**config.mk**
```make
export PLATFORM = sky130hd
export DESIGN_NAME = sfd_isqrt
export DESIGN_NICKNAME = d
export VERILOG_FILES = /design/src/hdl/sfd_pkg.sv /design/src/hdl/sfd_isqrt.sv
export SDC_FILE = /design/constraint.sdc
export NUM_CORES = 2
export LEC_CHECK = 0
export BUFFER_PORTS_ARGS = -buffer_cell sky130_fd_sc_hd__clkbuf_2
export CELL_PAD_IN_SITES_DETAIL_PLACEMENT = 0
export CELL_PAD_IN_SITES_GLOBAL_PLACEMENT = 1
export CORE_ASPECT_RATIO = 1.25
export CORE_UTILIZATION = 45
export CTS_BUF_LIST = sky130_fd_sc_hd__clkbuf_2 sky130_fd_sc_hd__clkbuf_4 sky130_fd_sc_hd__clkbuf_8
export DETAILED_ROUTE_END_ITERATION = 8
export PLACE_DENSITY_LB_ADDON = 0.1
export SLEW_MARGIN = 40
export SYNTH_ARGS = -nofsm -noshare
export SYNTH_HDL_FRONTEND = slang
export SYNTH_MEMORY_MAX_BITS = 65536
export SYNTH_SLANG_ARGS = --single-unit
```
**constraint.sdc**
```tcl
create_clock -name clk -period 4.3 [get_ports clk]
set_input_delay 1.075 -clock clk [delete_from_list [all_inputs] [get_ports clk]]
set_output_delay 1.075 -clock clk [all_outputs]
set_load 0.03 [all_outputs]
```
**src/hdl/sfd_pkg.sv**
```systemverilog
`timescale 1ns / 1ps
// sfd_pkg: widths, word types, register codes and reset values for the
// sierpinski fold distance pipeline. depends on nothing.
package sfd_pkg;

    localparam int CW        = 32;
    localparam int FRAC      = CW - 8;
    localparam int RW        = 2 * CW;
    localparam int REM_W     = CW + 2;
    localparam int CNT_W     = 4;
    localparam int LIMIT_W   = 4;
    localparam int BAIL_W    = 11;
    localparam int CFG_W     = 11;
    localparam int CFG_IDX_W = 1;

    typedef logic signed [CW-1:0] coord_t;

    localparam coord_t COORD_MAX = coord_t'({1'b0, {(CW-1){1'b1}}});
    localparam coord_t COORD_MIN = coord_t'({1'b1, {(CW-1){1'b0}}});
    localparam logic [CW+1:0] SCALE_ONE   = (CW+2)'(1) << FRAC;
    localparam logic [CW+1:0] DIST_OFFSET = (CW+2)'(2) << FRAC;

    localparam logic [LIMIT_W-1:0] LIMIT_RST = 4'd10;
    localparam logic [BAIL_W-1:0]  BAIL_RST  = 11'd100;

    typedef enum logic [CFG_IDX_W-1:0] {
        CFG_ITER_LIMIT = 1'b0,
        CFG_BAILOUT    = 1'b1
    } cfg_index_t;

    typedef struct packed {
        coord_t           x;
        coord_t           y;
        coord_t           z;
        logic [RW-1:0]    r;
        logic [CNT_W-1:0] n;
    } point_t;

    typedef struct packed {
        logic [CNT_W-1:0] limit;
        logic [RW-1:0]    bail;
    } fold_cfg_t;

    typedef struct packed {
        logic signed [31:0] pos_x;
        logic signed [31:0] pos_y;
        logic signed [31:0] pos_z;
    } in_word_t;

    typedef struct packed {
        logic signed [31:0] distance;
        logic [3:0]         iterations_used;
    } out_word_t;

endpackage

```
**src/hdl/sfd_isqrt.sv**
```systemverilog
`timescale 1ns / 1ps
// sfd_isqrt: pipelined integer square root, one result bit per stage,
// carrying the iteration count alongside. depends on sfd_pkg.
module sfd_isqrt
    import sfd_pkg::*;
(
    input  logic             clk,
    input  logic             rst_n,
    input  logic             adv,
    input  logic             in_valid,
    input  logic [RW-1:0]    in_rad,
    input  logic [CNT_W-1:0] in_n,
    output logic             out_valid,
    output logic [CW-1:0]    out_root,
    output logic [CNT_W-1:0] out_n
);

    logic [REM_W-1:0] rem_reg  [CW];
    logic [CW-1:0]    root_reg [CW];
    logic [RW-1:0]    rad_reg  [CW];
    logic [CNT_W-1:0] n_reg    [CW];
    logic             vld_reg  [CW];

    for (genvar k = 0; k < CW; k++)
    begin : g_stage
        logic [REM_W-1:0] rem_in;
        logic [CW-1:0]    root_in;
        logic [RW-1:0]    rad_in;
        logic [CNT_W-1:0] n_in;
        logic             vld_in;
        logic [REM_W+1:0] acc;
        logic [REM_W+1:0] trial;
        logic             fit;
        logic [REM_W-1:0] rem_next;
        logic [CW-1:0]    root_next;

        if (k == 0)
        begin : g_first
            assign rem_in  = '0;
            assign root_in = '0;
            assign rad_in  = in_rad;
            assign n_in    = in_n;
            assign vld_in  = in_valid;
        end
        else
        begin : g_next
            assign rem_in  = rem_reg[k-1];
            assign root_in = root_reg[k-1];
            assign rad_in  = rad_reg[k-1];
            assign n_in    = n_reg[k-1];
            assign vld_in  = vld_reg[k-1];
        end

        always_comb
        begin
            acc       = {rem_in, rad_in[2*(CW-1-k)+1 -: 2]};
            trial     = {2'b00, root_in, 2'b01};
            fit       = (acc >= trial);
            rem_next  = fit ? REM_W'(acc - trial) : acc[REM_W-1:0];
            root_next = {root_in[CW-2:0], fit};
        end

        always_ff @(posedge clk or negedge rst_n)
        begin
            if (!rst_n)
                vld_reg[k] <= 1'b0;
            else if (adv)
                vld_reg[k] <= vld_in;
        end

        always_ff @(posedge clk)
        begin
            if (adv)
            begin
                rem_reg[k]  <= rem_next;
                root_reg[k] <= root_next;
                rad_reg[k]  <= rad_in;
                n_reg[k]    <= n_in;
            end
        end
    end

    assign out_valid = vld_reg[CW-1];
    assign out_root  = root_reg[CW-1];
    assign out_n     = n_reg[CW-1];

endmodule

```
# --- Word level (Yosys, flattened, before mapping) ---
# Memory sizes are Yosys's and may differ from the RTL's.
# Cells that the tools add are included.
word_totals:
  regBits: 32
  ram_bits: 4288
  in_bits: 72
  out_inout_bits: 37
  elab_cells: 134
  memories: 4
op_classes:
  n_addsub: 32
  n_lt_le_gt_ge: 32
  muxes: 34
memory_table:
  columns: ["memory", "words", "width", "read_ports", "rd_ports_with_merged_regs", "wr", "line", "text"]
  rows:
  - ["rad_reg", 32, 64, 31, 0, 32, "sfd_isqrt.sv:20", "logic [RW-1:0] rad_reg [CW];"]
  - ["rem_reg", 32, 34, 31, 0, 32, "sfd_isqrt.sv:18", "logic [REM_W-1:0] rem_reg [CW];"]
  - ["root_reg", 32, 32, 32, 0, 32, "sfd_isqrt.sv:19", "logic [CW-1:0] root_reg [CW];"]
  - ["n_reg", 32, 4, 32, 0, 32, "sfd_isqrt.sv:21", "logic [CNT_W-1:0] n_reg [CW];"]
op_table:
  columns: ["cell", "count"]
  rows:
  - ["$ge 36x34->1", 31]
  - ["$mux 34", 32]
  - ["$sub 34x34->34", 31]
  - ["$sub 2x1->3 const B", 1]
  - ["$ge 2x1->1 const B", 1]
  - ["$mux 1", 2]

# --- Depth between registers and ports, before layout ---
# An unclocked memory read counts as a cell.
depth:
  ltp_word: 3
  depth_mapped: 14
  depth_no_buf: 12

# --- Worst setup path before layout ---
# Ideal clock, no wire load.
synth_timing:
  path_type: "reg-to-reg"
  from: "mem rem_reg[1][447] (netlist bit)"
  to: "mem rem_reg[1][498] (netlist bit), data pin"
  setup_time_ns: 0.260
  arrival_time_ns: 3.224
  required_time_ns: 4.040
  path_slack_ns: 0.816
  path_stages_with_launch: 12
  n_path_buf: 3
  synth_period_minus_slack_ns: 3.484
  cell_sequence: "edfxtp_1 -> ha_1 -> clkbuf_1 -> a2111o_1 -> o21ai_0 -> o21ai_0 -> a21oi_1 -> o21ai_0 -> or3b_2 -> clkbuf_1 -> buf_2 -> mux2_2"
synth_lines:
  columns: ["item", "line"]
  rows:
  - ["start, declared", "sfd_isqrt.sv:18"]

==> flow_summary.ini <==
[cells_and_area]
nets = 10549
fill_cells = 23525
multi_input_area_um2 = 39400
largest_reg_flops = 1003
final_util = 0.509
layout_commonest_cell = edfxtp_1
area_growth_pct = 12.4
seq_area_um2 = 80400
layout-drive-gt1-share = 0.115
layout_common_cells = edfxtp_1, inv_1, nand2_1

[global_routing]
antenna_found_initial = 4
track_usage = 0.193
overflow = 0
grt_first_pass_wirelength_um = 420000
grt_pass1_vias = 74274
grt_max_degree = 130

[clock_network]
htreeDepth = 5
root_buffer = clkbuf_8
path_clk_slew_ns = 0.06
cts_buffer_depth = 4
cts_tree = done
post_cts_buffers = 0
postCtsHoldBufs = 0
cts_sinks = 2683
clk_latency_ns = 1.06
cts_resized = 0
numCtsBuffers = 430

[synth]
synth_area_um2 = 123000
synthFlopType = edfxtp_1
synthArstFlopShare = 0.0119
syn-num-nets = 10022
synth_edf_count = 2651
postSynthCellCount = 9388
ys_types = 88
synth-seq-cells = 2683
synth_area_per_cell_um2 = 13.1
synth.yosys.seq_area_share = 0.654
ys.warnings.count = 0

[pwr]
power_leakage_nw = 52.9
peakVddDrop_uv = 335
power_density_nw_per_um2 = 526

[routing]
routed_wl_um = 270000
routed-via-count = 73224
drc = 0
wl_per_cell_um = 19.5
routed_via_density = 5.29
drt-pass1-iter-count = 5
drt-initial-drc-count = 4160
drt.antenna.violating_nets = 0

[setup_path]
slowest_stage = a2111oi_0
crit_type = flop to flop
crit_path_frequent_cell = a2111oi_0
cp_max_fo = 6
max_stage_delay_ns = 0.65
critPathArrivalTime_ns = 4.68
path_cells = ha_1 > a21oi_1 > nand2_1 > a2111oi_0 > nor3_1 > a2111oi_0 > o21ai_0 > or2_2 > nor4_1 > xor2_1
required_ns = 5.03
endpoint_kind = flop
cp-start-kind = flop

[placement]
hpwl_um = 198000
gp_congestion = 0.870
port_buffers = 108

[run_status]
status = finished clean

[sta]
max_freq_mhz = 253
finalHoldViolCount = 0
rsz0062_at_grt = no
tightest_slew_ns = 0.812
slew_violations = 0
fin_setup_tns_ns = 0
min_period_ns = 3.95
skew_ns = 0.0819
setup_viol = 0
finalCritPeriodShare = 0.919
relSlewSlack = 0.444

[floorplanning]
ios = 109
die_y_um = 587
die_w_um = 470
die_area_um2 = 276000
core_um2 = 272000
rows = 214
initial_utilization = 0.453

[run]
max_cap_violations = 0

[min_path]
min_path_type = input pin to asynchronous set/reset pin
-- logic make-up after synthesis --
family | Yosys count | share of synthesized area
AOI/OAI and AO/OA | 1899 | 0.0960
xor gates and xnor gates | 842 | 0.0599
adders and majority gates | 562 | 0.0572
buffers and inverters | 904 | 0.0277
DFF | 2683 | 0.654
muxes | 110 | 0.00994
other | 1 | 0.0000305
and+or+nand+nor | 2387 | 0.0957
-- path summary, 6_finish.rpt --
kind / from / end / slack [ns] / depth (start not counted)
worst max-delay path: rem_reg[0][450] / rem_reg[0][502] / 0.35 / 10
worst min-delay path: rst_n / g_stage[21].vld_in / 0.06 / 1
worst max register to register: rem_reg[0][450] / rem_reg[0][502] / 0.35 / 10
worst min register to register: n_reg[2][15] / n_reg[3][3] / 0.34 / 0
max in group asynchronous: rst_n / g_stage[14].vld_in / 3.79 / 1
min in group clk: in_rad[23] / rad_reg[0][23] / 0.19 / 1
-- cell type report --
class	instances	share of cell area
Antenna cell	6	0.000109
Multi-Input combinational cell	5801	0.285
Clock buffer	559	0.0505
Tap cell	3564	0.0322
Inverter	706	0.0192
Clock inverter	223	0.0142
Timing Repair Buffer	293	0.0178
Sequential cell	2683	0.581
-- critical path, delay by kind of cell (launching register included) --
kind	cells	cell delay, ns
AND/OR/NAND/NOR	4	1.00
AO/OA/AOI/OAI	4	1.82
adder cells (fa/ha/maj)	1	0.38
flip-flops	1	0.39
XOR/XNOR	1	0.12
-- synth_stat cells (21+ instances only) --
library cell	number	area [µm²]
nor2b_1	64	400
nor3_1	249	1250
or3_1	77	482
edfxtp_1	2651	79600
or2_2	57	357
o31ai_1	53	398
or4_1	67	503
nand2b_1	84	526
o21ai_0	508	2540
dfrtp_1	32	801
a211oi_1	53	398
a31oi_1	57	357
a21o_1	248	1860
nor4_1	122	763
nand4b_1	21	184
nand2_1	663	2490
clkbuf_1	173	649
o21bai_1	55	413
nor2_1	547	2050
and3_1	45	282
ha_1	562	7030
inv_1	700	2630
nand3_1	152	761
nand4_1	108	676
o211ai_1	31	233
xor2_1	459	4020
a21oi_1	566	2830
nand3b_1	27	203
o21a_1	98	736
xnor2_1	383	3350
mux2_2	97	1090
and2_1	29	181
-- metal layers --
layer / global-route usage / vias up / wire, µm
met5: 0 / - / 0
met2: 0.365 / 1295 / 145000
met3: 0.0290 / 535 / 9660
met4: 0.0664 / 0 / 8850
li1: - / 36014 / -
met1: 0.220 / 35380 / 107000
-- power by group --
part / total (mW) / switching, mW / internal, mW
Clock: 22.8 / 10.1 / 12.7
Combinational: 14.7 / 8.61 / 6.10
Sequential: 35.3 / 2.29 / 33.0
-- metrics by stage --
step	power (mW)	hold slack (ns)	setup slack [ns]	cell area, µm²	cells
after floorplan	45.3	0.400	0.816	123000	9388
after global placement	50.5	0.400	0.608	129000	13046
after detailed placement	50.6	0.405	0.489	129000	13046
after CTS	73.9	0.00237	0.459	138000	13828
after global routing	76.8	0.00910	0.205	138000	13835
final	72.7	0.0608	0.350	138000	13835
(Power assumes the default switching activity.)
