## config.mk

```make
export PLATFORM = sky130hd
export DESIGN_NAME = sfd_fold
export DESIGN_NICKNAME = d
export VERILOG_FILES = /design/src/hdl/sfd_pkg.sv /design/src/hdl/sfd_fold.sv
export SDC_FILE = /design/constraint.sdc
export NUM_CORES = 1
export LEC_CHECK = 0
export ABC_AREA = 1
export CORE_MARGIN = 2
export CORE_UTILIZATION = 30
export CTS_CLUSTER_DIAMETER = 120
export DETAILED_ROUTE_END_ITERATION = 8
export DONT_BUFFER_PORTS = 1
export HOLD_SLACK_MARGIN = 0.02
export PLACE_DENSITY_LB_ADDON = 0.15
export RECOVER_POWER = 25
export SKIP_LAST_GASP = 1
export SYNTH_ARGS = -nofsm -noshare
export SYNTH_HDL_FRONTEND = slang
export SYNTH_SLANG_ARGS = --single-unit
```

## constraint.sdc

```tcl
create_clock -name clk -period 4.4 [get_ports clk]
set_input_delay 0.22 -clock clk [delete_from_list [all_inputs] [get_ports clk]]
set_output_delay 0.22 -clock clk [all_outputs]
set_load 0.03 [all_outputs]
```

## src/hdl/sfd_pkg.sv

```systemverilog
`timescale 1ns / 1ps
// sfd_pkg: widths, word types, register codes and reset values for the
// sierpinski fold distance pipeline. depends on nothing.
package sfd_pkg;

    localparam int CW        = 32;
    localparam int FRAC      = CW - 8;
    localparam int RW        = 2 * CW;
    localparam int REM_W     = CW + 2;
    localparam int CNT_W     = 4;
    localparam int LIMIT_W   = 4;
    localparam int BAIL_W    = 11;
    localparam int CFG_W     = 11;
    localparam int CFG_IDX_W = 1;

    typedef logic signed [CW-1:0] coord_t;

    localparam coord_t COORD_MAX = coord_t'({1'b0, {(CW-1){1'b1}}});
    localparam coord_t COORD_MIN = coord_t'({1'b1, {(CW-1){1'b0}}});
    localparam logic [CW+1:0] SCALE_ONE   = (CW+2)'(1) << FRAC;
    localparam logic [CW+1:0] DIST_OFFSET = (CW+2)'(2) << FRAC;

    localparam logic [LIMIT_W-1:0] LIMIT_RST = 4'd10;
    localparam logic [BAIL_W-1:0]  BAIL_RST  = 11'd100;

    typedef enum logic [CFG_IDX_W-1:0] {
        CFG_ITER_LIMIT = 1'b0,
        CFG_BAILOUT    = 1'b1
    } cfg_index_t;

    typedef struct packed {
        coord_t           x;
        coord_t           y;
        coord_t           z;
        logic [RW-1:0]    r;
        logic [CNT_W-1:0] n;
    } point_t;

    typedef struct packed {
        logic [CNT_W-1:0] limit;
        logic [RW-1:0]    bail;
    } fold_cfg_t;

    typedef struct packed {
        logic signed [31:0] pos_x;
        logic signed [31:0] pos_y;
        logic signed [31:0] pos_z;
    } in_word_t;

    typedef struct packed {
        logic signed [31:0] distance;
        logic [3:0]         iterations_used;
    } out_word_t;

endpackage

```

## src/hdl/sfd_fold.sv

```systemverilog
`timescale 1ns / 1ps
// sfd_fold: one iteration's escape test, three folds and the scale step,
// over three register stages. depends on sfd_pkg.
module sfd_fold
    import sfd_pkg::*;
(
    input  logic      clk,
    input  logic      rst_n,
    input  logic      adv,
    input  fold_cfg_t cfg,
    input  logic      in_valid,
    input  point_t    in_pt,
    output logic      out_valid,
    output point_t    out_pt
);

    function automatic coord_t neg_sat(input coord_t v);
        return (v == COORD_MIN) ? COORD_MAX : coord_t'(-v);
    endfunction

    function automatic logic sum_neg(input coord_t a, input coord_t b);
        logic [CW:0] s;
        s = {a[CW-1], a} + {b[CW-1], b};
        return s[CW];
    endfunction

    function automatic coord_t scale(input coord_t c);
        logic [CW+1:0] t;
        t = {c[CW-1], c, 1'b0} - SCALE_ONE;
        if (!t[CW+1] && (t[CW:CW-1] != 2'b00))
            return COORD_MAX;
        else if (t[CW+1] && (t[CW:CW-1] != 2'b11))
            return COORD_MIN;
        else
            return coord_t'(t[CW-1:0]);
    endfunction

    logic   act0;
    point_t s0_next;
    point_t s0_reg;
    point_t s1_next;
    point_t s1_reg;
    point_t s2_next;
    point_t s2_reg;
    logic   act0_reg;
    logic   act1_reg;
    logic   v0_reg;
    logic   v1_reg;
    logic   v2_reg;

    assign act0 = (in_pt.n < cfg.limit) && (in_pt.r < cfg.bail);

    // escape test and x/y fold
    always_comb
    begin
        s0_next = in_pt;
        if (act0)
        begin
            s0_next.n = in_pt.n + 1'b1;
            if (sum_neg(in_pt.x, in_pt.y))
            begin
                s0_next.x = neg_sat(in_pt.y);
                s0_next.y = neg_sat(in_pt.x);
            end
        end
    end

    // x/z fold
    always_comb
    begin
        s1_next = s0_reg;
        if (act0_reg && sum_neg(s0_reg.x, s0_reg.z))
        begin
            s1_next.x = neg_sat(s0_reg.z);
            s1_next.z = neg_sat(s0_reg.x);
        end
    end

    // y/z fold then 2c - 1
    always_comb
    begin
        coord_t fy;
        coord_t fz;
        s2_next = s1_reg;
        fy      = s1_reg.y;
        fz      = s1_reg.z;
        if (sum_neg(s1_reg.y, s1_reg.z))
        begin
            fy = neg_sat(s1_reg.z);
            fz = neg_sat(s1_reg.y);
        end
        if (act1_reg)
        begin
            s2_next.x = scale(s1_reg.x);
            s2_next.y = scale(fy);
            s2_next.z = scale(fz);
        end
    end

    always_ff @(posedge clk or negedge rst_n)
    begin
        if (!rst_n)
        begin
            v0_reg <= 1'b0;
            v1_reg <= 1'b0;
            v2_reg <= 1'b0;
        end
        else if (adv)
        begin
            v0_reg <= in_valid;
            v1_reg <= v0_reg;
            v2_reg <= v1_reg;
        end
    end

    always_ff @(posedge clk)
    begin
        if (adv)
        begin
            s0_reg   <= s0_next;
            s1_reg   <= s1_next;
            s2_reg   <= s2_next;
            act0_reg <= act0;
            act1_reg <= act0_reg;
        end
    end

    assign out_valid = v2_reg;
    assign out_pt    = s2_reg;

endmodule

```

# [After elaboration in Yosys (flattened, before gate mapping)]
# Cells that the tools add are included.
[totals] register_bits=497 latch_bits=0 ram_bits=0 romBits=0 n_memories=0
[op_classes] n_addsub=13 mul=0 div_mod_pow=0 magnitude_cmp=2 n_eq_ne=9 shifts=0 mux=20 bitwise_logic=0 reduce_logical=14
[op_table] op="$mux 32" count=16
[op_table] op="$eq 32x32->1 const B" count=6
[op_table] op="$neg 32->32" count=6
[op_table] op="$mux 64" count=2
[op_table] op="$sub 33x26->34 const B" count=3
[op_table] op="$add 32x32->33" count=3
[op_table] op="$mux 96" count=1
[op_table] op="$lt 64x64->1" count=1
[op_table] op="$logic_and 1x1->1" count=8
[op_table] op="$ne 2x2->1 const B" count=3
[op_table] op="$reduce_bool 2->1" count=3
[op_table] op="$add 4x1->4 const B" count=1
[op_table] op="$lt 4x4->1" count=1
[op_table] op="$mux 4" count=1
[op_table] op="$logic_not 1->1" count=3

# [Logic depth before layout (Yosys ltp)]
# Gate-level depths: netlist (run 1).
[depth] depth_word=9 mapped_depth=28 mapped_depth_nobuf=26

# [Worst setup path before layout (run 1)]
# Ideal clock, no wire load.
[synth_path] path_kind="reg-to-reg" start="reg s1_reg[99] (netlist name)" end="reg s2_reg (netlist bit out_pt[111]), data pin" arrival_time_ps=2917 path_slack_ps=1229 stages_incl_launch_ff=20 path_buffers=2 period_less_slack_ps=3171 cell_sequence="edfxtp_1 -> ha_1 -> a21oi_1 -> o21a_1 -> nand2_1 -> a21oi_2 -> nand2_2 -> nand2_2 -> nand2_2 -> buf_6 -> o21ai_2 -> inv_1 -> ha_1 -> nand3_1 -> inv_1 -> nand2_1 -> nand3_2 -> buf_4 -> a21oi_1 -> nand2_1"
[synth_lines] element="start, declared" line_no="sfd_fold.sv:42" source="point_t s1_reg;"
[synth_lines] element="start signal, assigned" line_no="sfd_fold.sv:121" source="s1_reg <= s1_next;"
[synth_lines] element="end signal, assigned" line_no="sfd_fold.sv:122" source="s2_reg <= s2_next;"
[synth_lines] element="end, declared" line_no="sfd_fold.sv:44" source="point_t s2_reg;"

==> results.yml, run 1 <==
cts:
  htreeDepth: 2
  cts-buffers-inserted: 58
  cts_tree: "done"
  cts_sinks: 497
  path_clk_slew_ps: 60
  clk_latency_ps: 680
  clockBufferDepth: 3
  cts-root-buf: "clkbuf_16"
place:
  placed_area_um2: 29200
  place_congestion: 0.943
  dp.cells: 4092
  port_buffers: 0
  hpwl_um: 71900
route:
  finalWirelength_um: 97200
  viasPerCell: 5.01
  ant_nets: 0
  drt_iter0_drc: 1661
  drt-met1-wl_um: 41400
  vias: 22000
  dr.max_layer_used: "met4"
  dr_wl_met2_um: 45000
  route.met3.wl_um: 7650
  dr.pass1.iters: 6
  drc_errors: 0
  wl_per_cell_um: 22.1
synthesis:
  seq_area_frac_synth: 0.538
  ys_seq_elements: 497
  synth_top_cells_by_area: "edfxtp_1, nand2_1, ha_1, nor2_1, inv_1"
  synth_most_common_cell: "nand2_1"
  syn-num-nets: 3349
  synth_cell_types: 53
  async_flop_share: 0.00604
  synthTopCellsByCount: "nand2_1, edfxtp_1, nor2_1"
  synth-edff-count: 494
  synthCells: 2944
  avgSynthCellArea_um2: 9.42
  synth_top_area_cell: "edfxtp_1"
  synth_flop_cell: "edfxtp_1"
  ys_warn_count: 0
  synth_top_area_share: 0.535
  syn_area_um2: 27700
sta:
  min_period_ps: 3870
  slew_violations: 0
  fin_crit_sh: 0.880
  grt_setup_unrepaired: "no"
  skew_ps: 41.8
  fmax_mhz: 258
  tightest_slew_ps: 1150
  hold_viol: 0
  setup_viol: 0
  tns_ps: 0
  max-slew-margin-rel: 0.233
worst_setup_path:
  path_class: "register to register"
  crit_required_ps: 4810
  startpoint_type: "register"
  cp-end-kind: "register"
  crit_fanout: 11
  crit_arrival_ps: 4280
  reg2reg_depth: 20
  r2r_setup_slack_ps: 530
die:
  dieArea_um2: 94900
  initial_core_util: 0.303
  dieHeight_um: 308
  core_area_um2: 91700
  die-width_um: 308
  pin_count: 401
  rows: 111
grt:
  grt_overflow_total: 0
  antenna_found_initial: 0
  grt_max_degree: 500
  grt_util_all_layers: 0.200
  grt_pass1_wl_um: 141000
  grt_pass1_vias: 22000
final_layout:
  fill_cells: 9297
  final_area_um2: 33100
  drive_gt1_frac: 0.0588
  area.sequential_um2: 14900
  nNetsFinal: 3571
  syn_to_final_growth_pct: 19.4
  final_cells: 4401
  fin_util: 0.361
  multi_input_area_um2: 11400
power:
  power_density_nw_per_um2: 447
  p_leak_nw: 13.3
  peakVddDrop_mv: 0.284
hold_path:
  min_path_type: "primary input to register"
  holdPathStages: 4
run_status:
  status: "finished, final reports clean"
flow_run:
  drv_cap: 0
[routing by layer]
layer  up-vias  GRT usage
met4         0     0.0704
met5         -          0
li1      10700          -
met2       750      0.330
met1     10500      0.251
met3       148     0.0556
[critical path, stage by stage (launching register included)]
cell	delay, ps
edfxtp_1	620
ha_1	400
nand4_1	100
nor3_2	200
and3_1	210
nand2_2	100
nand2_2	90
nand2_2	140
nand2_2	220
nand2_1	70
o21ai_1	200
inv_1	80
ha_1	190
nand2_1	100
nor2_2	70
nand2_1	110
nand3_1	110
nand2_1	340
nand2_1	100
nand2_1	90
nand2_1	60
[kinds of logic after synthesis]
family                     share of synthesized area
muxes                                       0.000406
DFF                                            0.538
AOI/OAI and AO/OA                             0.0962
and+or+nand+nor                                0.201
buffers and inverters                         0.0540
adders and majority gates                     0.0762
xor gates and xnor gates                      0.0351
[timing repair]
action | 4_1_cts | 5_1_grt
buffers inserted | 0 | 0
gates resized for setup | 0 | 0
endpoints found under the hold margin | 659 | 154
hold buffers | 197 | 3
[cells in the final DEF (no fill, tap or decap), types with 9 or more instances in the layout]
cell type / instances
o22ai_1: 25
dlygate4sd3_1: 198
o21ai_0: 212
clkbuf_1: 16
nor3_1: 83
o211ai_1: 10
nand2_2: 12
or2_2: 10
inv_1: 295
buf_4: 39
a21oi_1: 189
nand3_1: 139
edfxtp_1: 494
nor2_2: 9
nor4_1: 25
ha_1: 169
clkinv_1: 16
xor2_1: 93
nor2_1: 315
clkbuf_16: 59
xnor2_1: 18
nand4_1: 46
nand2_1: 615
clkinv_2: 9
[cell type report]
| class | instances | area share |
|---|---|---|
| antenna | 1 | 0.0000756 |
| clock buffer | 75 | 0.0464 |
| clock inverter | 33 | 0.0100 |
| inverter | 305 | 0.0346 |
| multi-input combinational | 2064 | 0.343 |
| sequential | 497 | 0.450 |
| tap | 1186 | 0.0448 |
| timing repair buffer | 240 | 0.0707 |
[stage by stage]
stage	power (W)	hold WS, ps	worst slack, ps
2_1_floorplan	0.00875	-75.6	1230
3_3_place_gp	0.00984	-75.5	589
3_5_place_dp	0.00987	-75.5	488
4_1_cts	0.0149	-352	484
5_1_grt	0.0156	47.9	98.6
6_report	0.0148	13.0	530
[power breakdown]
group          total [W]  switching [W]  internal (W)
combinational    0.00306        0.00200       0.00106
clock            0.00476        0.00200       0.00276
sequential       0.00697       0.000958       0.00601
total             0.0148        0.00496       0.00983
[worst paths after layout]
kind / end / startpoint
setup / recovery: out_pt[92] / s1_reg[92]
hold / removal: s0_reg[149] / in_pt[117]
setup reg to reg: out_pt[92] / s1_reg[92]
hold reg to reg: out_pt[3] / s1_reg[3]
max in group asynchronous: v1_reg / rst_n
min in group asynchronous: v0_reg / rst_n
Note: power is estimated with default switching activity, not from simulation.
==> run 2, diff against run 1 <==
--- a/config.mk
+++ b/config.mk
@@ -14,6 +14,7 @@
 export HOLD_SLACK_MARGIN = 0.02
 export PLACE_DENSITY_LB_ADDON = 0.15
 export RECOVER_POWER = 25
+export REMOVE_ABC_BUFFERS = 1
 export SKIP_LAST_GASP = 1
 export SYNTH_ARGS = -nofsm -noshare
 export SYNTH_HDL_FRONTEND = slang
==> constraint.sdc (replaced) <==
create_clock -name clk -period 4.4 [get_ports clk]
set_input_delay 0.44 -clock clk [delete_from_list [all_inputs] [get_ports clk]]
set_output_delay 0.44 -clock clk [all_outputs]
set_load 0.03 [all_outputs]
==> results.yml, run 2 (synthesis gave the netlist of run 1 again) <==
route:
  finalWirelength_um: 94900
  wl_per_cell_um: 21.8
  vias: 21600
  dr.pass1.iters: 5
  drc_errors: 0
  viasPerCell: 4.95
  drt_iter0_drc: 1550
  ant_nets: 0
power:
  p_leak_nw: 13.1
  power_density_nw_per_um2: 449
  power_w: 0.0147
  peakVddDrop_mv: 0.293
sta:
  slew_violations: 358
  holdWs_ps: 87.0
  grt_setup_unrepaired: "no"
  fin_ws_ps: 489
  min_period_ps: 3910
  tightest_slew_ps: 2220
  setup_viol: 0
  fmax_mhz: 256
  tns_ps: 0
  fin_crit_sh: 0.889
  hold_viol: 0
  skew_ps: 26.7
  max-slew-margin-rel: -0.480
place:
  hpwl_um: 72900
  dpl_worst_slack_ps: 548
  place_congestion: 0.924
  port_buffers: 0
cts:
  cts_sinks: 497
  clockBufferDepth: 3
  cts-root-buf: "clkbuf_16"
  cts-buffers-inserted: 58
  clk_latency_ps: 660
  path_clk_slew_ps: 60
  htreeDepth: 2
  cts_tree: "done"
  post_cts_resized: 0
grt:
  grt_util_all_layers: 0.196
  grt_overflow_total: 0
  grt_pass1_vias: 22000
  grt_max_degree: 500
  antenna_found_initial: 7
  grt_pass1_wl_um: 139000
final_layout:
  syn_to_final_growth_pct: 17.9
  final_common_cell: "nand2_1"
  multi_input_area_um2: 11400
  nNetsFinal: 3534
  area.sequential_um2: 14900
  drive_gt1_frac: 0.0652
  mostFrequentLayoutCells: "nand2_1, edfxtp_1, nor2_1"
  fill_cells: 9344
worst_setup_path:
  path_cells: "ha_1 > nand4_1 > nor3_2 > and3_1 > nand2_2 > nand2_2 > nand2_2 > nand2_2 > nand2_1 > nand2_1 > ha_1 > nand2_1 > nor2_2 > nand3_1 > nand2_1 > nor2_1 > nand2_1 > nand2_1 > buf_12 > nand2_1 > nand2_1"
  crit_start: "s1_reg[99]"
  crit_fanout: 24
  max_stage_delay_ps: 510
  startpoint_type: "register"
  crit_path_frequent_cell: "nand2_1"
  critPathSlowestCell: "edfxtp_1"
  cp-end-kind: "register"
  timing.rr.start: "s1_reg[99]"
  path_class: "register to register"
  crit_arrival_ps: 4310
  crit_required_ps: 4790
die:
  pin_count: 401
  die-width_um: 308
  core_area_um2: 91700
  rows: 111
  dieArea_um2: 94900
  dieHeight_um: 308
  initial_core_util: 0.303
run_status:
  status: "finished with violations"
  violations: "max-capacitance violations, max-slew violations"
hold_path:
  min_path_type: "primary input to register"
  hold_start: "in_pt[161]"
flow_run:
  drv_cap: 3
==> run 2: cell types whose count changed in the layout (fill, tap and decap cells not counted), sizes merged, moves of 3 or more <==
cell         before  now
clkinv           26   30
dlygate4sd3     198  144
clkinvlp          2    5
clkbuf           75   72
buf              42   56
==> run 2: area by class of cell <==
type | instances | share of cell area
well taps | 1186 | 0.0454
clock inverters | 38 | 0.0109
inverters | 305 | 0.0350
diodes | 1 | 0.0000765
multi-input cells | 2064 | 0.347
repair buffers | 203 | 0.0599
clock buffers | 69 | 0.0456
flip-flops and latches | 497 | 0.456
==> run 2: metal layers <==
layer / vias to the layer above / part of all wire / track usage
li1: 10600 / - / -
met1: 10100 / 0.42 / 0.239
met2: 684 / 0.48 / 0.336
met3: 163 / 0.066 / 0.0469
met4: 8 / 0.035 / 0.0720
met5: - / 0.00053 / 0
==> run 2: what timing repair did <==
item / in CTS / in global routing
buffers inserted: 0 / 0
endpoints found under the hold margin: 369 / 33
hold buffers: 143 / 4
==> run 2: path summary, 6_finish.rpt <==
check	endpoint	slack (ps)	depth (start not counted)
setup / recovery	out_pt[74]	490	21
max in group asynchronous	v0_reg	3670	2
hold reg to reg	out_pt[34]	410	0
setup reg to reg	out_pt[74]	490	21
min in group asynchronous	v1_reg	590	2
hold / removal	s0_reg[161]	90	2
==> run 2: report_power, final <==
group | total [W] | internal (W) | switching, W
sequential | 0.00696 | 0.00602 | 0.000945
combinational | 0.00304 | 0.00108 | 0.00196
clock | 0.00468 | 0.00267 | 0.00201
total | 0.0147 | 0.00977 | 0.00492
==> run 2: worst max-delay path, delay by kind of cell, from the launching register on <==
kind	cells	cell delay, ps
adder cells (fa/ha/maj)	2	640
buffers and inverters	1	220
flip-flops	1	510
AND/OR/NAND/NOR	18	2240
==> run 2: through the flow <==
step           instances   util  area, um^2
3_5_place_dp        4108  0.321       29400
3_3_place_gp        4108  0.321       29400
2_1_floorplan       2866      -       27400
5_1_grt             4363  0.357       32700
4_1_cts             4358  0.357       32700
6_report            4363  0.357       32700
